### src/hw/rtl/bsv_pkg.sv
// Shared constants, codes and controller/datapath interface types
// for the bounding sphere block. No dependencies.
package bsv_pkg;

    localparam int MAX_VERTICES = 4096;
    localparam int ADDR_W       = $clog2(MAX_VERTICES);
    localparam int CNT_W        = ADDR_W + 1;
    localparam int COORD_W      = 24;
    localparam int SUM_W        = COORD_W + ADDR_W;
    localparam int DIFF_W       = COORD_W + 1;
    localparam int SQ_W         = 2 * DIFF_W;
    localparam int D2_W         = SQ_W;
    localparam int RAD_W        = 25;
    localparam int DIV_STEPS    = SUM_W;
    localparam int DIV_CNT_W    = $clog2(DIV_STEPS);
    localparam int SQRT_STEPS   = D2_W / 2;
    localparam int SQRT_CNT_W   = $clog2(SQRT_STEPS);

    localparam logic [1:0] KIND_MIN = 2'd0;
    localparam logic [1:0] KIND_MAX = 2'd1;
    localparam logic [1:0] KIND_VTX = 2'd2;

    typedef struct packed {
        logic accept;
        logic div_init;
        logic div_step;
        logic scan_init;
        logic scan_box;
        logic sqrt_init;
        logic sqrt_step;
        logic emit;
        logic emit_empty;
    } cmd_t;

    typedef struct packed {
        logic count_zero;
        logic div_last;
        logic scan_done;
        logic sqrt_last;
    } sts_t;

endpackage

### src/hw/rtl/bsv_ctrl.sv
// Sequencer for the bounding sphere block: load, divide, two scans, sqrt.
// Depends on bsv_pkg.
module bsv_ctrl
    import bsv_pkg::*;
(
    input  logic clk,
    input  logic rst_n,
    input  logic start,
    input  logic last_item,
    input  sts_t sts,
    output cmd_t cmd,
    output logic busy
);

    localparam logic [2:0] ST_IDLE   = 3'd0;
    localparam logic [2:0] ST_CHECK  = 3'd1;
    localparam logic [2:0] ST_DIV    = 3'd2;
    localparam logic [2:0] ST_SCAN_M = 3'd3;
    localparam logic [2:0] ST_SCAN_B = 3'd4;
    localparam logic [2:0] ST_SQRT   = 3'd5;
    localparam logic [2:0] ST_FINISH = 3'd6;

    logic [2:0] state_reg;
    logic [2:0] state_next;

    assign busy = (state_reg != ST_IDLE);

    always_comb
    begin
        state_next = state_reg;
        cmd        = '0;
        case (state_reg)
            ST_IDLE:
            begin
                if (start)
                begin
                    cmd.accept = 1'b1;
                    if (last_item)
                        state_next = ST_CHECK;
                end
            end
            ST_CHECK:
            begin
                if (sts.count_zero)
                begin
                    cmd.emit_empty = 1'b1;
                    state_next     = ST_IDLE;
                end
                else
                begin
                    cmd.div_init = 1'b1;
                    state_next   = ST_DIV;
                end
            end
            ST_DIV:
            begin
                cmd.div_step = 1'b1;
                if (sts.div_last)
                begin
                    cmd.scan_init = 1'b1;
                    state_next    = ST_SCAN_M;
                end
            end
            ST_SCAN_M:
            begin
                if (sts.scan_done)
                begin
                    cmd.scan_init = 1'b1;
                    cmd.scan_box  = 1'b1;
                    state_next    = ST_SCAN_B;
                end
            end
            ST_SCAN_B:
            begin
                if (sts.scan_done)
                begin
                    cmd.sqrt_init = 1'b1;
                    state_next    = ST_SQRT;
                end
            end
            ST_SQRT:
            begin
                cmd.sqrt_step = 1'b1;
                if (sts.sqrt_last)
                    state_next = ST_FINISH;
            end
            ST_FINISH:
            begin
                cmd.emit   = 1'b1;
                state_next = ST_IDLE;
            end
            default:
            begin
                state_next = ST_IDLE;
            end
        endcase
    end

    always_ff @(posedge clk or negedge rst_n)
    begin
        if (!rst_n)
            state_reg <= ST_IDLE;
        else
            state_reg <= state_next;
    end

`ifndef SYNTHESIS
    a_last_to_check: assert property (@(posedge clk) disable iff (!rst_n)
        (state_reg == ST_IDLE && start && last_item) |=> (state_reg == ST_CHECK))
        else $error("last beat did not start evaluation");
    a_emit_to_idle: assert property (@(posedge clk) disable iff (!rst_n)
        (cmd.emit || cmd.emit_empty) |=> (state_reg == ST_IDLE))
        else $error("not idle after result");
    a_div_holds: assert property (@(posedge clk) disable iff (!rst_n)
        (state_reg == ST_DIV && !sts.div_last) |=> (state_reg == ST_DIV))
        else $error("divide left early");
    a_accept_idle: assert property (@(posedge clk) disable iff (!rst_n)
        cmd.accept |-> !busy)
        else $error("beat taken while busy");
`endif

endmodule

### config.mk
export PLATFORM = sky130hd
export DESIGN_NAME = bsv_ctrl
export DESIGN_NICKNAME = d
export VERILOG_FILES = /design/src/hw/rtl/bsv_pkg.sv /design/src/hw/rtl/bsv_ctrl.sv
export SDC_FILE = /design/constraint.sdc
export NUM_CORES = 1
export LEC_CHECK = 0
export ABC_AREA = 1
export ABC_CLOCK_PERIOD_IN_PS = 2900
export BUFFER_PORTS_ARGS = -buffer_cell sky130_fd_sc_hd__buf_2
export CORE_AREA = 2 2 39 41
export DETAILED_ROUTE_END_ITERATION = 10
export DIE_AREA = 0 0 41 43
export PLACE_DENSITY_LB_ADDON = 0.25
export SKIP_CTS_REPAIR_TIMING = 1
export SYNTH_ARGS = -nofsm -noshare
export SYNTH_HDL_FRONTEND = slang
export SYNTH_SLANG_ARGS = --single-unit
### constraint.sdc
create_clock -name clk -period 2.9 [get_ports clk]
set_input_delay 0.145 -clock clk [delete_from_list [all_inputs] [get_ports clk]]
set_output_delay 0.145 -clock clk [all_outputs]
set_load 0.005 [all_outputs]
# Word level (Yosys, flattened, before mapping)
# Index checks and enable logic that the tools add are counted.
[word_totals]
ff_bits = 3
in_bits = 8
output_inout_bits = 10
elab_cells = 39
[classes]
n_eq_ne = 12
mux = 23
n_reduce_logical = 3
[op_table]
columns = ["cell", "n"]
rows = [
  ["two-way mux 3 bit", 6],
  ["one-hot mux 3 bit (6 select lines)", 1],
  ["two-way mux 1 bit", 13],
  ["inequality test 2 bit (second input constant)", 6],
  ["== test 3 bit (second input constant)", 3],
  ["== test 3 x 2 -> 1 bit (second input constant)", 2],
  ["AND reduction 6 bit", 1],
  ["two-way mux 2 bit", 2],
  ["== test 3 x 1 -> 1 bit (second input constant)", 1],
  ["zero test 3 bit", 1],
  ["nonzero test 3 bit", 1],
  ["one-hot mux 1 bit (2 select lines)", 1],
]

# Logic depth before layout (Yosys ltp)
[logic_depth]
word_depth = 3
ltp_mapped = 8
ltp_nobuf = 7

# Worst setup path before layout
# OpenSTA, ideal clock, no wires.
[synth_path]
path_type = "register -> register"
startpoint = "reg state_reg[2]"
endpoint = "reg state_reg[0]"
setup_ns = 0.117
t_arrival_ns = 0.952
required_ns = 2.783
slack_ns = 1.831
path_stages_with_launch = 7
path_buffers = 0
period_less_slack_ns = 1.069
cell_sequence = "dfrtp_1 > inv_2 > nand3_2 > nand2_2 > nand2_4 > nand4_1 > nand2_1"
[synth_between]
elab_chain_cells = 3
word_cells_on_any_way = 14
classes_between = "11 x eq/ne; 1 x mux; 2 x reduce/logical"
[synth_rtl]
columns = ["element", "line", "source"]
rows = [
  ["start, declared", "bsv_ctrl.sv:23", "logic [2:0] state_reg;"],
  ["start signal, assigned", "bsv_ctrl.sv:104", "state_reg <= state_next;"],
  ["== test 3 x 2 -> 1 bit, or another cell as far along", "bsv_ctrl.sv:32", "case (state_reg)"],
  ["inequality test 2 bit (no source line)", "n/a", ""],
  ["AND reduction 6 bit (no source line)", "n/a", ""],
]
# Several ways; a longest one is shown, not always the timed one.
# A chain may end at the register's enable or synchronous reset.

==> key figures <==
Outcome
  • Status: finished, final reports clean

Critical path
  • Largest stage delay on the critical path: 0.44 ns
  • Type of origin of the critical path: flop
  • R2R depth: 7
  • Arr. time, crit path: 1.30 ns
  • CP Class: reg -> out
  • Crit-path cells: inv_2, nand3_2, o21ai_0, buf_2
  • WP data required: 2.76 ns
  • Crit-path max FO: 8
  • Critical Path Sink Type: output port
  • Slowest cell on the critical path: dfrtp_1

Power and ir drop
  • Leakage: around 0.28 nW
  • Maximum vdd drop: 0.190 mV
  • Power density over the cells: 890 nW/um^2

Synth
  • Synth Cell Area: 342 um^2
  • Post-synth top area share: 22.0%
  • Cell variety after synth: 19
  • Mapped Cells: 49
  • Sequential fraction of the synthesis area: 22.0%
  • Area contributors post-synth: dfrtp_1 22%, nand2_1 9.9%, nand3_2 8.8%, nor2_1 7.7%, nand2_4 6.6%
  • Avg Cell Area, Syn: 6.97 um^2
  • Post-synthesis register bit count: 3
  • Area leader, netlist: dfrtp_1
  • Syn. warnings: 0
  • Total nets after synthesis: 57

Detailed routing
  • Total number of vias: 372
  • Via-per-instance ratio: 4.33
  • Detailed Route WL: 757 um
  • Per-cell routed wire length: 8.80 um
  • Post-route ant nets: 0
  • Initial drt markers: 3
  • Drt pass-1 iters: 2
  • Post-route DRC violation count: 0

Cells and area
  • Ant diodes: 0
  • Share of layout cells above drive strength 1: between 40% and 50%
  • Max reg flops: 3
  • Area Overhead vs Synth: 38.1%
  • Fin nets: 79
  • Fill count: 158
  • Final Cell Area: between 400 and 500 um^2
  • Final Util: 34.1%

Floorplan
  • Core area: 1380 um^2
  • Die area: 1760 um^2
  • Placement Rows: 14
  • Die X: roughly 41 um
  • Die Ht: 43 um
  • Starting Density: around a quarter
  • Boundary Pins: 18

Global route
  • Initial antenna violation count: 0
  • Pin count of the biggest net entering global routing: 9
  • Grt total ovfl: 0
  • First-pass GRT wire length: 1290 um
  • Vias in the first global route: roughly 360
  • Gr usage total: approximately a tenth

Placed design
  • Dpl cell area: 435 um^2
  • Post-DP HPWL: 615 um
  • GP Congestion: 0.712
  • I/O Buffers: 17
  • Worst slack, placed: 1.70 ns

Clock network
  • Clk sinks: 3
  • CTS tree: yes
  • Skew-Pair Late Insertion Delay: 0.23 ns
  • H-tree levels: 1
  • Cts bufs inserted: 3
  • Root Buffer: clkbuf_4
  • CTS max path bufs: 2
  • Reg clk slew, reported paths: ~0.03 ns

STA
  • Worst hold slack: ~0.22 ns
  • Final worst setup slack: between 1 and 1.5 ns
  • Post-layout minimum cycle time: ~1.4 ns
  • Final Hold Fails: 0
  • Actual slew at the worst max-slew pin: ~0.35 ns
  • Peak Freq: 694 MHz
  • Final Cycle Share: between 40% and 50%
  • Setup Skew: 0.00310 ns
  • Final TNS setup: 0 ns
  • RSZ-0062 raised after global routing: no
  • Final slew viol count: 0
  • Slew headroom: 76.6%
  • # setup viols final: 0

Hold path
  • Hold crit path type: in -> reg
  • Hold Path Cell Cnt: 3

Job
  • Max-cap violations: 0
==> power breakdown <==
group          leakage [nW]  internal, W  switching [W]
clock                0.0150    0.0000516      0.0000224
sequential           0.0381    0.0000602      0.0000430
combinational         0.226     0.000104       0.000139
==> placed cells by master, fill, tap and decap left out <==
master	synthesis	layout
inv_1	4	4
nand2_2	2	2
a21oi_1	2	2
clkbuf_1	0	1
nor3_1	2	2
nand2_4	2	2
nand4_1	2	2
dfrtp_1	3	3
nand3_1	2	2
nor2_4	2	2
nand2_1	9	9
buf_2	0	17
o21ai_0	2	2
nor2_1	7	7
dlygate4sd3_1	0	1
inv_2	2	2
clkinv_1	1	1
nand3_2	3	3
clkbuf_4	0	3
nor3_2	1	1
o21bai_2	1	1
o21a_1	1	1
==> layer usage <==
metal | wire length, um | track usage, % | up-vias
met5 | 0 | 0 | -
met4 | 10 | 4.00 | 0
met3 | 37 | 4.71 | 2
met2 | 359 | 17.2 | 10
met1 | 349 | 11.7 | 162
li1 | - | - | 198
==> kinds of logic (layout without fill, tap and decap cells) <==
| logic type | Yosys count | in the layout | share of synthesized area (%) |
|---|---|---|---|
| AO/OA/AOI/OAI | 6 | 6 | 11.4 |
| buffers and inverters | 8 | 29 | 11.0 |
| flip-flops | 3 | 3 | 22.0 |
| AND/OR/NAND/NOR | 32 | 32 | 55.7 |
==> cell type report <==
cell class              instances  area (um^2)  share of cell area (%)
clock buffers                   4         26.3                    5.57
inverters                       7         26.3                    5.57
multi-input cells              38          229                    48.5
flip-flops and latches          3         75.1                    15.9
well taps                      16         20.0                    4.24
repair buffers                 18         95.1                    20.2
==> cell usage after synthesis (all sizes together) <==
cell / number
clkinv: 1
o21bai: 1
nand2: 13
dfrtp: 3
nand3: 5
o21a: 1
nor3: 3
a21oi: 2
inv: 6
buf: 1
nand4: 2
o21ai: 2
nor2: 9
==> through the flow <==
stage	power, W	instances
floorplan	0.000293	49
global placement	0.000349	81
detailed placement	0.000348	81
CTS	0.000425	85
global route	0.000471	86
finish	0.000420	86
==> worst max-delay path: cells and delay by family, from the launching register on <==
family	cells	cell delay, ns
DFF	1	0.44
buffers and inverters	2	0.31
AOI/OAI and AO/OA	1	0.17
and+or+nand+nor	1	0.14
==> final timing paths <==
| kind | end | slack [ns] | from |
|---|---|---|---|
| hold / removal | state_reg[2] | 0.22 | sts[1] |
| setup reg to reg | state_reg[0] | 1.71 | state_reg[2] |
| max in group asynchronous | state_reg[2] | 2.56 | rst_n |
| setup / recovery | cmd[5] | 1.46 | state_reg[2] |
| hold reg to reg | state_reg[0] | 0.69 | state_reg[0] |
| min in group asynchronous | state_reg[0] | 0.23 | rst_n |
No activity file was read; power rests on OpenSTA's default activity.
